==> src/hw/rtl/qbst_pkg.sv <==
// Shared types and constants of the quadratic Bezier strip tessellator.
`timescale 1ns / 1ps
package qbst_pkg;

    localparam int IDX_W  = 6;   // sample index width, covers any segment count in range
    localparam int LEN2_W = 33;  // squared chord length
    localparam int ROOT_W = 29;  // chord length in Q.12
    localparam int QB     = 10;  // quotient bits of the offset divider

    // Per-sample control bits that travel with the data.
    typedef struct packed {
        logic [IDX_W-1:0] idx;
        logic             last;
        logic             start;
    } t_meta;

    // One sample request: curve points and the curve parameter t (Q1.16).
    typedef struct packed {
        t_meta              meta;
        logic [16:0]        t;
        logic signed [15:0] sx;
        logic signed [15:0] sy;
        logic signed [15:0] cx;
        logic signed [15:0] cy;
        logic signed [15:0] ex;
        logic signed [15:0] ey;
    } t_smp;

    // Sample point and chord data carried through the length and divide units.
    typedef struct packed {
        t_meta              meta;
        logic signed [15:0] nx;
        logic signed [15:0] ny;
        logic               neg_x;  // x offset is negative (dy < 0)
        logic               neg_y;  // y offset is negative (dx > 0)
        logic [15:0]        adx;    // |dx|
        logic [15:0]        ady;    // |dy|
    } t_pt;

endpackage

==> src/hw/rtl/qbst_seq.sv <==
// Curve holder and sample sequencer: issues one sample request per cycle while enabled.
`timescale 1ns / 1ps
module qbst_seq #(
    parameter int SEGMENTS = 20
) (
    input  logic              i_clk,
    input  logic              i_rst_n,
    input  logic              i_en,
    input  logic              i_tvalid,
    output logic              o_tready,
    input  logic [95:0]       i_tdata,
    output logic              o_vld,
    output qbst_pkg::t_smp    o_smp
);
    import qbst_pkg::*;

    localparam int IW = $clog2(SEGMENTS + 1);

    logic [16:0]   w_t_tab [SEGMENTS+1];
    logic          r_busy;
    logic [IW-1:0] r_idx;
    logic [95:0]   r_curve;
    logic          r_vld;
    t_smp          r_smp;
    logic          w_end;
    logic          w_take;

    // t = round(i / SEGMENTS) in Q1.16, ties up; worked out at elaboration.
    for (genvar g = 0; g <= SEGMENTS; g++) begin : g_ttab
        assign w_t_tab[g] = 17'((g * 65536 + SEGMENTS / 2) / SEGMENTS);
    end

    assign w_end    = (r_idx == IW'(SEGMENTS));
    assign o_tready = !r_busy || (i_en && w_end);
    assign w_take   = i_tvalid && o_tready;

    always_ff @(posedge i_clk) begin
        if (!i_rst_n) begin
            r_busy <= 1'b0;
            r_vld  <= 1'b0;
            r_idx  <= '0;
        end else begin
            if (i_en) r_vld <= r_busy;
            if (w_take) begin
                r_busy <= 1'b1;
                r_idx  <= '0;
            end else if (i_en && r_busy) begin
                if (w_end) r_busy <= 1'b0;
                r_idx <= r_idx + 1'b1;
            end
        end
    end

    always_ff @(posedge i_clk) begin
        if (w_take) r_curve <= i_tdata;
        if (i_en) begin
            r_smp.meta.idx   <= IDX_W'(r_idx);
            r_smp.meta.last  <= w_end;
            r_smp.meta.start <= (r_idx == '0);
            r_smp.t          <= w_t_tab[r_idx];
            r_smp.sx         <= $signed(r_curve[15:0]);
            r_smp.sy         <= $signed(r_curve[31:16]);
            r_smp.cx         <= $signed(r_curve[47:32]);
            r_smp.cy         <= $signed(r_curve[63:48]);
            r_smp.ex         <= $signed(r_curve[79:64]);
            r_smp.ey         <= $signed(r_curve[95:80]);
        end
    end

    assign o_vld = r_vld;
    assign o_smp = r_smp;
endmodule

==> config.mk <==
export PLATFORM = sky130hd
export DESIGN_NAME = qbst_seq
export DESIGN_NICKNAME = d
export VERILOG_FILES = /design/src/hw/rtl/qbst_pkg.sv /design/src/hw/rtl/qbst_seq.sv
export SDC_FILE = /design/constraint.sdc
export NUM_CORES = 1
export LEC_CHECK = 0
export BUFFER_PORTS_ARGS = -buffer_cell sky130_fd_sc_hd__buf_2
export CAP_MARGIN = 10
export CORE_ASPECT_RATIO = 2
export CORE_MARGIN = 4
export CORE_UTILIZATION = 54
export CTS_CLUSTER_DIAMETER = 100
export CTS_CLUSTER_SIZE = 25
export DETAILED_ROUTE_END_ITERATION = 8
export GPL_ROUTABILITY_DRIVEN = 0
export PLACE_DENSITY = 0.84
export SETUP_SLACK_MARGIN = 0.5
export SLEW_MARGIN = 20
export SYNTH_ARGS = -nofsm -noshare
export SYNTH_HDL_FRONTEND = slang
export SYNTH_SLANG_ARGS = --single-unit
export TNS_END_PERCENT = 30
==> constraint.sdc <==
create_clock -name i_clk -period 11.7 [get_ports i_clk]
set_clock_uncertainty 0.05 [all_clocks]
set_input_delay 1.17 -clock i_clk [delete_from_list [all_inputs] [get_ports i_clk]]
set_output_delay 1.17 -clock i_clk [all_outputs]
set_load 0.02 [all_outputs]
==> results.json <==
{
  "grt.busiest_layer": "met2",
  "grt_pass1_wl_um": 19200,
  "p_leak_nw": 3.343,
  "clock_tree.root_cell": "clkbuf_16",
  "synth.most_common_cell": "edfxtp_1",
  "drv_cap": 0,
  "die_h_um": 169.6,
  "cts_max_level": 1,
  "ys_top_cells_by_area": "edfxtp_1 (89%), dfxtp_1 (2.0%), ha_1 (1.1%), buf_4 (0.96%), mux2i_1 (0.71%)",
  "synth_top_family_by_area": "compound AO/OA/AOI/OAI gates",
  "synth_compound_area_share_pct": 2.432,
  "rsz0062_at_grt": "false",
  "cts_made_buffers": 12,
  "ant_nets": 0,
  "core_um2": 12700,
  "syn_inst": 310,
  "grtUsageMet3_pct": 2.818,
  "startpoint_type": "primary input",
  "ys_types": 36,
  "cts_tree": "built",
  "nFillCells": 821,
  "max-vdd-ir-drop_mv": 0.1713,
  "synth_common_cells": "edfxtp_1 (208), buf_4 (9), dfxtp_1 (7), nand2_1 (7)",
  "ys_async_sr_fraction_pct": 0,
  "yosys.area.top_type": "edfxtp_1",
  "clockBufferDepth": 3,
  "rows": 58,
  "dp_slack_ps": 7820,
  "grt_overflow_total": 0,
  "hp-class": "reg2reg",
  "io_buffers": 221,
  "wl_per_cell_um": 19.20,
  "worstHoldStart": "r_curve[80]",
  "multi_input_comb_area_um2": 529.3,
  "drt_iter0_drc": 130,
  "endpoint_kind": "output pin",
  "grt_max_degree": 67,
  "drt-total-wl_um": 13210,
  "regArea_um2": 6386,
  "whs_endpoint": "o_smp[0]",
  "synthXorXnorAreaFrac_pct": 0.3727,
  "drive_gt1_share_pct": 45.52,
  "pwr_density_cell_nw_per_um2": 164.5,
  "worstSkewPairLatency_ps": 460,
  "relSlewSlack_pct": 44.66,
  "drc": 0,
  "finalSetupTns_ps": 0,
  "synth_edf_count": 208,
  "synth_fa_ha_area_share_pct": 1.065,
  "max_slew.worst_pin.slew_ps": 828.9,
  "nets": 638,
  "viasPerCell": 5.106,
  "final_hold_viol_count": 0,
  "ys.flop_type": "edfxtp_1",
  "grt_pass1_vias": 3520,
  "finalCritPeriodShare_pct": 31.20,
  "synth_top_area_share_pct": 88.60,
  "synth_nets": 416,
  "power_w": 0.001416,
  "io_pins": 223,
  "critical_path_class": "in2out",
  "synth.avg_cell_area_um2": 22.74,
  "fp.dieArea_um2": 15060,
  "syn-cell-area_um2": 7049,
  "initial_utilization_pct": 55.51,
  "cts_num_sinks": 215,
  "grtUsageMet1_pct": 18.22,
  "grtUsageMet2_pct": 32.69,
  "clock.fmax_ghz": 0.2739,
  "cts-hold-fix-buffers": 0,
  "syn_to_final_growth_pct": 22.13,
  "grt_usage_pct": 17.31,
  "rr_worst_depth": 4,
  "yosysSeqAreaShare_pct": 90.59,
  "hpwl_um": 9584,
  "status": "completed",
  "cts_setup_buffers": 0,
  "worstPathMaxFanout": 53,
  "min_period_ps": 3651,
  "muxShareOfSynthArea_pct": 1.189,
  "post_cts_resized": 0,
  "maxSlewViolCount": 0,
  "required_ps": 10480,
  "r2r-start": "r_idx[2]",
  "synth_simple_gate_area_share_pct": 2.361,
  "yosysWarnings": 0,
  "num_vias": 3513,
  "antenna_found_initial": 3,
  "worst_ep_arrival_time_ps": 2430,
  "die_x_um": 88.79,
  "setup_slack_ps": 8049,
  "r2r-end": "r_curve[7]",
  "clkTransAtPathRegs_ps": 90,
  "synth.ff_latch_count": 215,
  "ff2ff_setup_slack_ps": 8680,
  "setup_viol": 0,
  "dr.pass1.iters": 4,
  "hold_depth": 0,
  "fin_hold_ws_ps": 358.0
}
==> power by group <==
group          leakage, nW  internal [W]  switching [W]
sequential            2.07      0.000890      0.0000118
combinational         1.10     0.0000290      0.0000621
clock                0.171      0.000206       0.000216
total                 3.34       0.00113       0.000290
==> layout by cell type, fill, tap and decap left out, drive strengths merged <==
cell type	count
o221ai	2
o2111ai	1
nand3	4
a21boi	2
inv	8
xnor2	1
nand2	7
nand2b	2
nor2b	2
diode	2
ha	6
a211o	1
o21ai	8
nand3b	1
mux2	1
nor3	3
a21oi	6
o2bb2ai	1
nor2	6
dfxtp	7
or3	5
o311ai	2
clkbuf	17
mux2i	5
edfxtp	208
o21a	1
xor2	2
buf	223
mux4	1
and2	1
conb	1
a2111o	1
==> area by class of cell <==
class | instances | area share (%)
Clock inverter | 1 | 0.1308
Clock buffer | 17 | 3.953
Multi-Input combinational cell | 73 | 6.147
Antenna cell | 2 | 0.05813
Timing Repair Buffer | 223 | 13.05
Inverter | 7 | 0.3052
Tap cell | 150 | 2.180
Sequential cell | 215 | 74.18
==> how the worst max path moves through the flow <==
stage | to | from | slack (ps)
after floorplan | r_curve[0] | i_en | 7200
after global placement | r_curve[30] | i_en | 7960
after detailed placement | r_curve[51] | i_en | 7820
after CTS | o_tready | i_en | 8030
after global routing | o_tready | i_en | 7890
final | o_tready | i_en | 8050
==> cell families after synthesis <==
| group | count (synthesis) |
|---|---|
| adder cells (fa/ha/maj) | 6 |
| XOR/XNOR | 3 |
| AND/OR/NAND/NOR | 31 |
| buffers and inverters | 22 |
| multiplexers | 7 |
| AO/OA/AOI/OAI | 25 |
| flip-flops | 215 |
| other | 1 |
==> stage by stage <==
stage                     util [%]  instances  instance area, µm²
final                        67.79        688                8610
after global routing         67.79        688                8610
after CTS                    67.75        686                8605
after detailed placement     64.99        668                8253
after global placement       64.99        668                8253
after floorplan                  -        310                7049
==> critical path: stages <==
cell	delay [ps]
buf_4	520
nand3b_1	230
o21ai_1	260
buf_2	210
==> routing by layer <==
layer	share of wire [%]	vias to the layer above
li1	-	1631
met4	3.3	2
met5	0.14	-
met2	59	158
met3	6.2	27
met1	31	1695
==> state kept, by name, summed over array words and instances, names as in the netlist <==
signal,cells
o_vld,1
r_busy,1
r_curve,96
o_smp,112
r_idx,5
Note: power is estimated with default switching activity, not from simulation.
