### config.mk
export PLATFORM = sky130hd
export DESIGN_NAME = qbst_isqrt
export DESIGN_NICKNAME = d
export VERILOG_FILES = /design/src/hw/rtl/qbst_pkg.sv /design/src/hw/rtl/qbst_isqrt.sv
export SDC_FILE = /design/constraint.sdc
export NUM_CORES = 2
export LEC_CHECK = 0
export BUFFER_PORTS_ARGS = -buffer_cell sky130_fd_sc_hd__buf_4
export CAP_MARGIN = 10
export CORE_UTILIZATION = 35
export DETAILED_ROUTE_END_ITERATION = 10
export GPL_ROUTABILITY_DRIVEN = 1
export SKIP_LAST_GASP = 1
export SLEW_MARGIN = 5
export SYNTH_ARGS = -nofsm -noshare
export SYNTH_HDL_FRONTEND = slang
export SYNTH_MEMORY_MAX_BITS = 65536
export SYNTH_SLANG_ARGS = --single-unit
### constraint.sdc
create_clock -name i_clk -period 3.29 [get_ports i_clk]
set_clock_uncertainty 0.05 [all_clocks]
set_input_delay 0.4935 -clock i_clk [delete_from_list [all_inputs] [get_ports i_clk]]
set_output_delay 0.4935 -clock i_clk [all_outputs]
set_load 0.05 [all_outputs]
### src/hw/rtl/qbst_pkg.sv
// Shared types and constants of the quadratic Bezier strip tessellator.
`timescale 1ns / 1ps
package qbst_pkg;

    localparam int IDX_W  = 6;   // sample index width, covers any segment count in range
    localparam int LEN2_W = 33;  // squared chord length
    localparam int ROOT_W = 29;  // chord length in Q.12
    localparam int QB     = 10;  // quotient bits of the offset divider

    // Per-sample control bits that travel with the data.
    typedef struct packed {
        logic [IDX_W-1:0] idx;
        logic             last;
        logic             start;
    } t_meta;

    // One sample request: curve points and the curve parameter t (Q1.16).
    typedef struct packed {
        t_meta              meta;
        logic [16:0]        t;
        logic signed [15:0] sx;
        logic signed [15:0] sy;
        logic signed [15:0] cx;
        logic signed [15:0] cy;
        logic signed [15:0] ex;
        logic signed [15:0] ey;
    } t_smp;

    // Sample point and chord data carried through the length and divide units.
    typedef struct packed {
        t_meta              meta;
        logic signed [15:0] nx;
        logic signed [15:0] ny;
        logic               neg_x;  // x offset is negative (dy < 0)
        logic               neg_y;  // y offset is negative (dx > 0)
        logic [15:0]        adx;    // |dx|
        logic [15:0]        ady;    // |dy|
    } t_pt;

endpackage

### src/hw/rtl/qbst_isqrt.sv
// Pipelined integer square root of len2 * 2^24, one root bit per stage.
`timescale 1ns / 1ps
module qbst_isqrt (
    input  logic                         i_clk,
    input  logic                         i_rst_n,
    input  logic                         i_en,
    input  logic                         i_vld,
    input  qbst_pkg::t_pt                i_pt,
    input  logic [qbst_pkg::LEN2_W-1:0]  i_len2,
    output logic                         o_vld,
    output qbst_pkg::t_pt                o_pt,
    output logic [qbst_pkg::ROOT_W-1:0]  o_root
);
    import qbst_pkg::*;

    localparam int NS = ROOT_W;

    logic              r_vld  [NS];
    t_pt               r_pt   [NS];
    logic [LEN2_W-1:0] r_len2 [NS];
    logic [31:0]       r_rem  [NS];
    logic [ROOT_W-1:0] r_root [NS];

    for (genvar j = 0; j < NS; j++) begin : g_stage
        localparam int K = NS - 1 - j;
        logic              w_vin;
        t_pt               w_pin;
        logic [LEN2_W-1:0] w_lin;
        logic [31:0]       w_rin;
        logic [ROOT_W-1:0] w_qin;
        logic [57:0]       w_v;
        logic [31:0]       w_sh;
        logic [31:0]       w_trial;
        logic              w_ge;

        if (j == 0) begin : g_first
            assign w_vin = i_vld;
            assign w_pin = i_pt;
            assign w_lin = i_len2;
            assign w_rin = '0;
            assign w_qin = '0;
        end else begin : g_next
            assign w_vin = r_vld[j-1];
            assign w_pin = r_pt[j-1];
            assign w_lin = r_len2[j-1];
            assign w_rin = r_rem[j-1];
            assign w_qin = r_root[j-1];
        end

        assign w_v     = {1'b0, w_lin, 24'b0};
        assign w_sh    = {w_rin[29:0], w_v[2*K+1 -: 2]};
        assign w_trial = {1'b0, w_qin, 2'b01};
        assign w_ge    = (w_sh >= w_trial);

        always_ff @(posedge i_clk) begin
            if (!i_rst_n) begin
                r_vld[j] <= 1'b0;
            end else if (i_en) begin
                r_vld[j] <= w_vin;
            end
        end

        always_ff @(posedge i_clk) begin
            if (i_en) begin
                r_pt[j]   <= w_pin;
                r_len2[j] <= w_lin;
                r_rem[j]  <= w_ge ? (w_sh - w_trial) : w_sh;
                r_root[j] <= {w_qin[ROOT_W-2:0], w_ge};
            end
        end
    end

    assign o_vld  = r_vld[NS-1];
    assign o_pt   = r_pt[NS-1];
    assign o_root = r_root[NS-1];
endmodule

==> metrics.md <==
| Metric | Value |
|---|---|
| Global-route wire length before repair | `376 mm` |
| Number of remaining DRC errors | `0` |
| Violations in the final reports | `setup timing` |
| Router iterations before antenna repair | `6` |
| Die footprint | `0.409 sq mm` |
| Clock slew at reported path FFs | `60 ps` |
| RSZ-0062 raised after global routing | `yes` |
| Portion of the clock cycle consumed by the worst path in the final layout | `1.09` |
| Final global-route overflow total | `0` |
| Clock sink count | `3663` |
| Maximum number of pins on one net before global-route repair | `145` |
| Number of H-tree levels | `5` |
| WP buf/inv | `3` |
| Max Transition Viols Final | `0` |
| Fraction of registers with async set/reset | `0` |
| Final-report hold violation count | `0` |
| Post-synthesis sequential element count | `3663` |
| Worst hold path class | `input port to flop` |
| Total of fill cells in the finished design | `35600` |
| Yosys warns | `0` |
| Area of the multi-input gates | `0.0311 sq mm` |
| Iteration-0 DRC Markers | `4611` |
| Worst setup margin | `-303 ps` |
| Critical path endpoint category | `flop` |
| DR vias/cell | `4.64` |
| Fraction of post-synthesis cell area in the top cell type by area | `0.773` |
| Vias in the first global route | `73200` |
| Max stage delay cell, worst path | `a2111oi_4` |
| Die X | `639 um` |
| Final standard cell count with taps included and fillers excluded | `15600` |
| Flip-flop cell with the highest count after synthesis | `edfxtp_1` |
| Sequential fraction of the synthesis area | `0.773` |
| Average wire per cell in the routed design | `15.2 um` |
| Setup slack, reg-to-reg | `-300 ps` |
| Clock latency of the later-clocked register in the worst-skew pair | `930 ps` |
| Final RePlAce weighted congestion | `0.906` |
| All-Layer GR Usage | `0.111` |
| Cell breakdown of the critical path | `inv_2, ha_4, inv_2, fa_2, nor2b_4, o31a_1, o211ai_1, a2111oi_4, buf_4, o21ai_2, a31o_2, a211o_1, nor4_2, xor2_1` |
| Final Instance Area | `0.170 sq mm` |
| Routed Wire Length | `237 mm` |
| Average cell area after synthesis | `16.4 sq um` |
| Total of endpoints with negative setup slack in the final report | `37` |
| Worst Tran Pin Value | `883 ps` |
| # IOs | `215` |
| Final nets | `10400` |
| Number of max-cap violations | `0` |
| Number of different library cells in the post-synthesis netlist | `102` |
| Total power | `116 mW` |
| Placed standard-cell area | `0.154 sq mm` |
| Total standard cell area after synthesis | `0.142 sq mm` |
| Clock root cell | `clkbuf_16` |
| Vias | `72200` |
| Count of input and output buffers | `214` |
| Antenna-violating nets left | `0` |
| Sequential cell area | `0.110 sq mm` |
| Run status | `finished with violations` |
| Die outline height | `639 um` |
| Type of element launching the critical path | `flop` |
| CP top delay family | `compound AO/OA/AOI/OAI gates` |
| Critical-path maximum fanout | `2` |
| Maximum single-stage delay on the critical path | `460 ps` |
| Inserted Clock Buffers | `384` |
| DP Wirelength | `155 mm` |
| Minimum clock period | `3590 ps` |
| Fraction of final layout cells with drive strength greater than 1 | `0.167` |
| Data arrival, critical path | `4170 ps` |
| Number of instances in the synthesized netlist | `8691` |
| Upper clock frequency limit | `278 MHz` |
| Place WS | `-382 ps` |
| Number of flops mapped to enable cells by yosys | `3662` |
| Cell total after placement | `14700` |
| Cell types occupying the most area after synthesis | `edfxtp_1 (77%), ha_1 (3.9%), xor2_1 (2.0%)` |
| Static Leak | `62.2 nW` |
| Max VDD drop | `0.000448 V` |
| Final Util | `0.422` |
| Nets in the synthesized netlist | `9254` |
| Area added between synthesis and finish | `19.7%` |
| Row count | `233` |
| Cell type with the highest aggregate area in the netlist | `edfxtp_1` |
| Clock tree from TritonCTS | `built` |
| Kind of critical path | `flop to flop` |
| Clock buffer depth | `4` |
| Total Negative Setup Slacks | `-1700 ps` |
| Max-Slew Margin vs Limit | `0.411` |
| Initial Utilization | `0.352` |
| Crit path top cell by count | `inv_2` |
| Worst Path Required | `3860 ps` |
| Antenna violations before repair | `2` |
| Ratio of total power to cell area | `682 mW/mm^2` |
| Tightest hold margin | `225 ps` |
| Std-Cell Core Area | `0.403 sq mm` |
-- what timing repair did --
| item | CTS | global route |
|---|---|---|
| hold buffers | 111 | 0 |
| gates cloned | 2 | 12 |
| endpoints found under the setup margin | 239 | 331 |
| pin swaps | 43 | 85 |
| hold endpoints to repair | 142 | 0 |
| resized for setup | 123 | 275 |
| buffers inserted | 17 | 49 |
-- power by group --
| part | switching, mW | internal (mW) | total, mW |
|---|---|---|---|
| Combinational | 8.72 | 6.92 | 15.6 |
| Sequential | 2.32 | 56.7 | 59.0 |
| Clock | 17.6 | 23.9 | 41.5 |
-- final cells by class --
class,instances,area share
clock inverter,226,0.0128
clock buffer,476,0.0591
tap,5405,0.0397
timing repair buffer,895,0.0468
antenna,2,0.0000294
sequential,3663,0.646
inverter,556,0.0123
multi-input combinational,4345,0.183
-- state kept, by name, indices dropped and copies added (netlist names) --
register,count
r_len2,287
r_pt,2146
r_rem,792
r_root,409
r_vld,29
-- logic make-up after synthesis --
logic type | synth area share
DFF | 0.773
and+or+nand+nor | 0.0624
AOI/OAI and AO/OA | 0.0628
buffers and inverters | 0.0183
xor gates and xnor gates | 0.0376
adders and majority gates | 0.0403
muxes | 0.00522
other | 0.0000264
-- cells in the final DEF (no fill, tap or decap), types with 280 or more instances in the layout --
cell type / instances
xnor2_1: 280
o21ai_0: 346
a21oi_1: 363
edfxtp_1: 3662
nor2_1: 384
buf_4: 696
ha_1: 422
nand2_1: 503
clkbuf_16: 397
xor2_1: 328
inv_1: 543
-- worst paths after layout --
check | start | endpoint | depth (start not counted)
setup / recovery | r_rem[22][1]$_DFFE_PP_ | r_rem[23][27]$_DFFE_PP_ | 14
hold / removal | i_pt[61] | r_pt[0][61]$_DFFE_PP_ | 2
setup reg to reg | r_rem[22][1]$_DFFE_PP_ | r_rem[23][27]$_DFFE_PP_ | 14
hold reg to reg | r_pt[1][276]$_DFFE_PP_ | r_pt[1][350]$_DFFE_PP_ | 0
-- worst register-to-register path: stages, from the launching register on --
cell and delay (ps):
edfxtp_1 390, inv_2 110, ha_4 150, inv_2 40, fa_2 410, nor2b_4 130
o31a_1 160, o211ai_1 210, a2111oi_4 460, buf_4 180, o21ai_2 60, a31o_2 210
a211o_1 260, nor4_2 340, xor2_1 120
-- routing by layer --
| layer | share of wire | up-vias | track usage | routed length [um] |
|---|---|---|---|---|
| li1 | - | 35300 | - | - |
| met2 | 0.50 | 1421 | 0.197 | 119000 |
| met3 | 0.043 | 572 | 0.0216 | 10200 |
| met4 | 0.040 | 0 | 0.0473 | 9480 |
| met5 | 0 | - | 0 | 0 |
| met1 | 0.42 | 34900 | 0.132 | 98400 |
-- synthesized netlist by cell type (10+ instances only) --
library cell and count:
and2_1 15, nor3_1 168, o21bai_1 39, inv_1 553, mux2i_1 10, nand2b_1 78, o21a_1 78, xnor2_1 280
or3_1 70, buf_2 16, o21ai_0 399, o31a_1 10, nor4_1 87, edfxtp_1 3662, a21oi_1 396, nand4_1 62
o31ai_1 49, a211oi_1 42, a211o_1 14, xor2_1 328, a2111oi_0 16, clkbuf_1 104, fa_1 11, nor2_1 403
nand3_1 83, and3_1 68, mux2_2 57, ha_1 441, or2_2 29, o211ai_1 28, nor4b_1 10, a31oi_1 37
nand3b_1 16, a21o_1 201, or4_1 31, nor2b_1 81, a21boi_0 12, nand2_1 513
Power figures use the tool's default switching activity.
