**config.mk**
```make
export PLATFORM = sky130hd
export DESIGN_NAME = qbst_offdiv
export DESIGN_NICKNAME = d
export VERILOG_FILES = /design/src/hw/rtl/qbst_pkg.sv /design/src/hw/rtl/qbst_offdiv.sv
export SDC_FILE = /design/constraint.sdc
export NUM_CORES = 2
export LEC_CHECK = 0
export ABC_AREA = 0
export BUFFER_PORTS_ARGS = -buffer_cell sky130_fd_sc_hd__buf_4
export CAP_MARGIN = 20
export CORE_MARGIN = 2
export CORE_UTILIZATION = 59
export DETAILED_ROUTE_END_ITERATION = 8
export GPL_ROUTABILITY_DRIVEN = 0
export PLACE_DENSITY_LB_ADDON = 0.3
export SYNTH_ARGS = -nofsm -noshare
export SYNTH_HDL_FRONTEND = slang
export SYNTH_SLANG_ARGS = --single-unit
```
**constraint.sdc**
```tcl
create_clock -name i_clk -period 16.05 [get_ports i_clk]
set_input_delay 3.21 -clock i_clk [delete_from_list [all_inputs] [get_ports i_clk]]
set_output_delay 3.21 -clock i_clk [all_outputs]
set_load 0.1 [all_outputs]
```
**src/hw/rtl/qbst_pkg.sv**
```systemverilog
// Shared types and constants of the quadratic Bezier strip tessellator.
`timescale 1ns / 1ps
package qbst_pkg;

    localparam int IDX_W  = 6;   // sample index width, covers any segment count in range
    localparam int LEN2_W = 33;  // squared chord length
    localparam int ROOT_W = 29;  // chord length in Q.12
    localparam int QB     = 10;  // quotient bits of the offset divider

    // Per-sample control bits that travel with the data.
    typedef struct packed {
        logic [IDX_W-1:0] idx;
        logic             last;
        logic             start;
    } t_meta;

    // One sample request: curve points and the curve parameter t (Q1.16).
    typedef struct packed {
        t_meta              meta;
        logic [16:0]        t;
        logic signed [15:0] sx;
        logic signed [15:0] sy;
        logic signed [15:0] cx;
        logic signed [15:0] cy;
        logic signed [15:0] ex;
        logic signed [15:0] ey;
    } t_smp;

    // Sample point and chord data carried through the length and divide units.
    typedef struct packed {
        t_meta              meta;
        logic signed [15:0] nx;
        logic signed [15:0] ny;
        logic               neg_x;  // x offset is negative (dy < 0)
        logic               neg_y;  // y offset is negative (dx > 0)
        logic [15:0]        adx;    // |dx|
        logic [15:0]        ady;    // |dy|
    } t_pt;

endpackage

```
**src/hw/rtl/qbst_offdiv.sv**
```systemverilog
// Offset divider: rounded hw*|d|*4096 / L for both axes, one quotient bit per stage.
`timescale 1ns / 1ps
module qbst_offdiv (
    input  logic                         i_clk,
    input  logic                         i_rst_n,
    input  logic                         i_en,
    input  logic [7:0]                   i_hw,
    input  logic                         i_vld,
    input  qbst_pkg::t_pt                i_pt,
    input  logic [qbst_pkg::ROOT_W-1:0]  i_root,
    output logic                         o_vld,
    output qbst_pkg::t_pt                o_pt,
    output logic                         o_zero,
    output logic [qbst_pkg::QB-1:0]      o_qx,
    output logic [qbst_pkg::QB-1:0]      o_qy
);
    import qbst_pkg::*;

    localparam int NW = 38;
    localparam int DW = ROOT_W + 1;
    localparam int CW = NW + 2;

    logic              r0_vld, r0_zero;
    t_pt               r0_pt;
    logic [NW-1:0]     r0_nx, r0_ny;
    logic [DW-1:0]     r0_d;

    logic              r_vld  [QB];
    t_pt               r_pt   [QB];
    logic              r_zero [QB];
    logic [DW-1:0]     r_d    [QB];
    logic [NW-1:0]     r_nx   [QB];
    logic [NW-1:0]     r_ny   [QB];
    logic [QB-1:0]     r_qx   [QB];
    logic [QB-1:0]     r_qy   [QB];

    // Rounded quotient: (2*mag + L) / (2*L).
    always_ff @(posedge i_clk) begin
        if (!i_rst_n) begin
            r0_vld <= 1'b0;
        end else if (i_en) begin
            r0_vld <= i_vld;
        end
    end

    always_ff @(posedge i_clk) begin
        if (i_en) begin
            r0_pt   <= i_pt;
            r0_zero <= (i_root == '0);
            r0_nx   <= NW'({24'(i_hw) * 24'(i_pt.ady), 13'b0}) + NW'(i_root);
            r0_ny   <= NW'({24'(i_hw) * 24'(i_pt.adx), 13'b0}) + NW'(i_root);
            r0_d    <= {i_root, 1'b0};
        end
    end

    for (genvar j = 0; j < QB; j++) begin : g_stage
        localparam int K = QB - 1 - j;
        logic          w_vin, w_zin, w_gex, w_gey;
        t_pt           w_pin;
        logic [DW-1:0] w_din;
        logic [NW-1:0] w_xin, w_yin;
        logic [QB-1:0] w_qxin, w_qyin;
        logic [CW-1:0] w_dk;

        if (j == 0) begin : g_first
            assign w_vin  = r0_vld;
            assign w_zin  = r0_zero;
            assign w_pin  = r0_pt;
            assign w_din  = r0_d;
            assign w_xin  = r0_nx;
            assign w_yin  = r0_ny;
            assign w_qxin = '0;
            assign w_qyin = '0;
        end else begin : g_next
            assign w_vin  = r_vld[j-1];
            assign w_zin  = r_zero[j-1];
            assign w_pin  = r_pt[j-1];
            assign w_din  = r_d[j-1];
            assign w_xin  = r_nx[j-1];
            assign w_yin  = r_ny[j-1];
            assign w_qxin = r_qx[j-1];
            assign w_qyin = r_qy[j-1];
        end

        assign w_dk  = CW'(w_din) << K;
        assign w_gex = (CW'(w_xin) >= w_dk);
        assign w_gey = (CW'(w_yin) >= w_dk);

        always_ff @(posedge i_clk) begin
            if (!i_rst_n) begin
                r_vld[j] <= 1'b0;
            end else if (i_en) begin
                r_vld[j] <= w_vin;
            end
        end

        always_ff @(posedge i_clk) begin
            if (i_en) begin
                r_pt[j]   <= w_pin;
                r_zero[j] <= w_zin;
                r_d[j]    <= w_din;
                r_nx[j]   <= w_gex ? NW'(CW'(w_xin) - w_dk) : w_xin;
                r_ny[j]   <= w_gey ? NW'(CW'(w_yin) - w_dk) : w_yin;
                r_qx[j]   <= w_qxin | (QB'(w_gex) << K);
                r_qy[j]   <= w_qyin | (QB'(w_gey) << K);
            end
        end
    end

    assign o_vld  = r_vld[QB-1];
    assign o_pt   = r_pt[QB-1];
    assign o_zero = r_zero[QB-1];
    assign o_qx   = r_qx[QB-1];
    assign o_qy   = r_qy[QB-1];
endmodule

```
==> results.md <==
* Outcome: complete, no violations
* IO buf count at 210
* DRT Pass-1 Iters at 7
* Placed Area at 0.104 mm²
* Crit path depth at 24
* Detailed Place HPWL at 154000 µm
* Cts repair resizes at 0
* First-pass GRT wire length at 327000 µm
* Crit end category: flip-flop
* Detailed-route vias per instance at 5.87
* Final WL at 206000 µm
* Mapped Area at 0.0993 mm²
* CTS sink cnt at 1862
* Synth Register Bits at 1862
* Final Setup Violations at 0
* Clock root buffer: clkbuf_16
* Switching power at 7.77 mW
* Area leader, netlist: edfxtp_1
* Int Pwr at 13.4 mW
* Non-Filler Instances at 10700
* CTS Buf Count at 186
* Initial antenna violation count at 6
* Syn Inst Count at 8056
* Die height at 414 µm
* Slowest cell delay on critical path at 0.55 ns
* CTS tree: done
* Post-route cell area at 0.110 mm²
* Die Span X at 414 µm
* Reg2reg end: r_nx[6][16]
* Layout cells sized above 1 at 8.75%
* Core footprint at 0.167 mm²
* Leak at 43.2 nW
* Max Slew Vio Count at 0
* Clock network fraction of total power at 21.0%
* TNS Setup at 0 ns
* Crit-path slowest cell: fa_1
* Syn_area_per_cell at 12.3 µm²
* Async set-or-reset flop fraction in the synthesized netlist at 0%
* Slew @ Worst Pin at 1.24 ns
* I/O Pins at 211
* DR vias at 62800
* Setup Buffers After CTS at 0
* Relative slew slack at 15.5%
* Worst Path Buf+Inv at 4
* Skew final at 0.0422 ns
* Worst Hold Slack at 0.390 ns
* Sw frac at 36.6%
* Final #Nets at 9334
* Largest net degree at the start of global routing at 185
* Area delta synth->final at 10.8%
* Syn. warnings at 0
* Core Rows at 150
* Setup CP Type: input pin to flip-flop
* Drt wl/cell at 19.2 µm
* Total global-route track usage at 23.8%
* Initial Util at 59.4%
* Gate power share at 43.6%
* Synth top area cells: edfxtp_1, ha_1, fa_1
* Vias in the first global route at 62900
* Tcrit/Tclk final at 55.5%
* Min Tclk post-route at 8.91 ns
* CP Max Fanout at 32
* Maximum VDD drop at 0.145 mV
* Cell mode on critical path: fa_1
* Mapped Nets at 9044
* RSZ-0062 raised after global routing: no
* Maximum clock path buffer count at 3
* Hold path startpoint: r_pt[2][6]
* Final hold viol count at 0
* Hold buffer count at CTS at 0
* 1st-iter DRT viols at 4677
* Gr ovfl total at 0
* Crit path required time at 16.63 ns
* Worst R2R Start: r_nx[5][4]
* Placed cell count at 10400
* CTS H-tree lvls at 4
* Die area at 0.172 mm²
* Arrival @ worst endpoint at 9.49 ns
* Critical Path Start Type: input pin
* Max_cap viols at 0
* Hold Path Stages at 0
* Post-synth top area share at 56.2%
* Power density over the cells at 193 mW/mm²
* Reg clk slew, reported paths at 0.06 ns
* Min-Delay Path Class: flip-flop to flip-flop
* Skew-Pair Late Insertion Delay at 0.85 ns
* Power share of the sequential group at 35.4%
* Critical path's top delay family: adder cells
* Antenna viol nets, final at 0
* Main synth FF type: edfxtp_1
* Number of flops mapped to enable cells by yosys at 1860
* Final core utilization at 65.8%
* Fmax at 112 MHz
* Synth cell types at 89
* Sequential area share after synthesis at 56.3%
* Setup slack, reg-to-reg at 10.81 ns
* Cells along the critical path: buf_4 > nand2_1 > fa_1 > fa_1 > inv_1 > fa_1 > inv_1 > fa_1 > inv_1 > ha_1 > nor3_1 > nor2_1 > a31oi_1 > o21bai_1 > a21oi_1 > xnor2_1 > ha_1 > nand2_1 > or2_2 > o31ai_1 > nand3_1 > a41oi_1 > nor4b_1 > xnor2_1
* # DRC at 0
* Hold Path End: r_pt[3][6]
* Cells on worst reg2reg path at 13
-- worst max-delay path by stage --
stage | start | slack, ns | end
finish | i_hw[7] | 7.14 | g_stage[0].w_yin[36]
floorplan | i_hw[7] | 6.97 | g_stage[0].w_yin[36]
global route | i_hw[7] | 6.67 | g_stage[0].w_yin[36]
CTS | i_hw[7] | 7.19 | g_stage[0].w_yin[36]
detailed placement | i_hw[7] | 6.28 | g_stage[0].w_yin[36]
global placement | i_hw[7] | 6.35 | g_stage[0].w_yin[36]
-- routing by layer --
layer / part of all wire [%] / up-vias / global-route usage (%)
met3: 4.5 / 578 / 3.52
met1: 39 / 29900 / 27.5
met4: 6.1 / 8 / 13.6
li1: - / 30300 / -
met2: 50 / 2010 / 42.2
met5: 0.031 / - / 0
-- synthesized netlist by cell type (36+ instances only) --
| cell | instances |
|---|---|
| o21bai_1 | 74 |
| clkbuf_1 | 135 |
| edfxtp_1 | 1860 |
| o31ai_1 | 42 |
| inv_1 | 612 |
| mux2_2 | 141 |
| ha_1 | 686 |
| a31oi_1 | 60 |
| o211ai_1 | 38 |
| nand3_1 | 116 |
| a21oi_1 | 570 |
| nand4_1 | 87 |
| a211oi_1 | 69 |
| or3_1 | 36 |
| nor4_1 | 50 |
| nand2b_1 | 89 |
| and2_1 | 227 |
| nor3_1 | 110 |
| o21a_1 | 79 |
| nor2b_1 | 94 |
| nor2_1 | 430 |
| a21o_1 | 221 |
| o21ai_0 | 471 |
| and3_1 | 49 |
| fa_1 | 187 |
| xnor2_1 | 311 |
| nand2_1 | 556 |
| xor2_1 | 250 |
-- kinds of logic after synthesis --
logic type      count (synthesis)  share of synthesized area (%)
compound gates               1872                           11.7
xor+xnor                      561                           4.95
fa+ha+maj                     873                           12.4
buf+inv                       768                           2.94
flops                        1862                           56.3
mux                           196                           2.18
simple gates                 1924                           9.48
-- metrics by stage --
stage / total power, mW / worst slack (ns)
6_report: 21.2 / 7.14
5_1_grt: 22.6 / 6.67
4_1_cts: 21.2 / 7.19
3_5_place_dp: 16.6 / 6.28
3_3_place_gp: 16.2 / 6.35
2_1_floorplan: 14.3 / 6.97
-- power by group through the flow --
| stage | clock, mW | combinational (mW) | sequential (mW) |
|---|---|---|---|
| final | 4.45 | 9.26 | 7.50 |
| after global routing | 4.75 | 10.2 | 7.58 |
| after CTS | 4.57 | 9.12 | 7.48 |
| after detailed placement | 0 | 9.05 | 7.57 |
| after global placement | 0 | 8.69 | 7.54 |
| after floorplan | 0 | 6.93 | 7.41 |
-- cell usage in the layout, fill, tap and decap left out, types with 26 or more instances in the layout --
cell type / synthesis / layout
a31oi_1: 60 / 60
o31ai_1: 42 / 41
o21bai_1: 74 / 74
a21o_1: 221 / 221
clkbuf_1: 135 / 26
nor2b_1: 94 / 93
and3_1: 49 / 49
edfxtp_1: 1860 / 1860
clkinv_2: 0 / 29
buf_4: 1 / 246
clkinv_1: 1 / 37
a211oi_1: 69 / 68
nor3_1: 110 / 110
xor2_1: 250 / 250
or3_1: 36 / 36
fa_1: 187 / 187
ha_1: 686 / 686
nand3_1: 116 / 115
and2_1: 227 / 227
a21oi_1: 570 / 570
nor4_1: 50 / 49
o21ai_0: 471 / 471
mux2i_1: 31 / 31
mux2_2: 141 / 141
o211ai_1: 38 / 38
nand2_1: 556 / 556
bufinv_16: 0 / 27
o21a_1: 79 / 79
xnor2_1: 311 / 311
inv_1: 612 / 612
clkbuf_16: 0 / 186
nor2_1: 430 / 429
nand4_1: 87 / 87
nand2b_1: 89 / 89
-- area by class of cell --
type                            count  area (µm²)
Fill cell                       12100       57200
Sequential cell                  1862       55900
Multi-Input combinational cell   5426       40600
Clock buffer                      212        4750
Tap cell                         2204        2760
Inverter                          614        2300
Timing Repair Buffer              256        2020
Clock inverter                    132        1710
Antenna cell                        2        5.00
-- registers in the layout, indices dropped and copies added (netlist names), 16 cells and up --
name and flops:
r_pt 740, r_ny 324, r_nx 306, r_d 207, g_stage.w_pin 74, r_qx 55
r_qy 55, g_stage.w_xin 38, g_stage.w_yin 25, g_stage.w_din 16
Power figures use the tool's default switching activity.
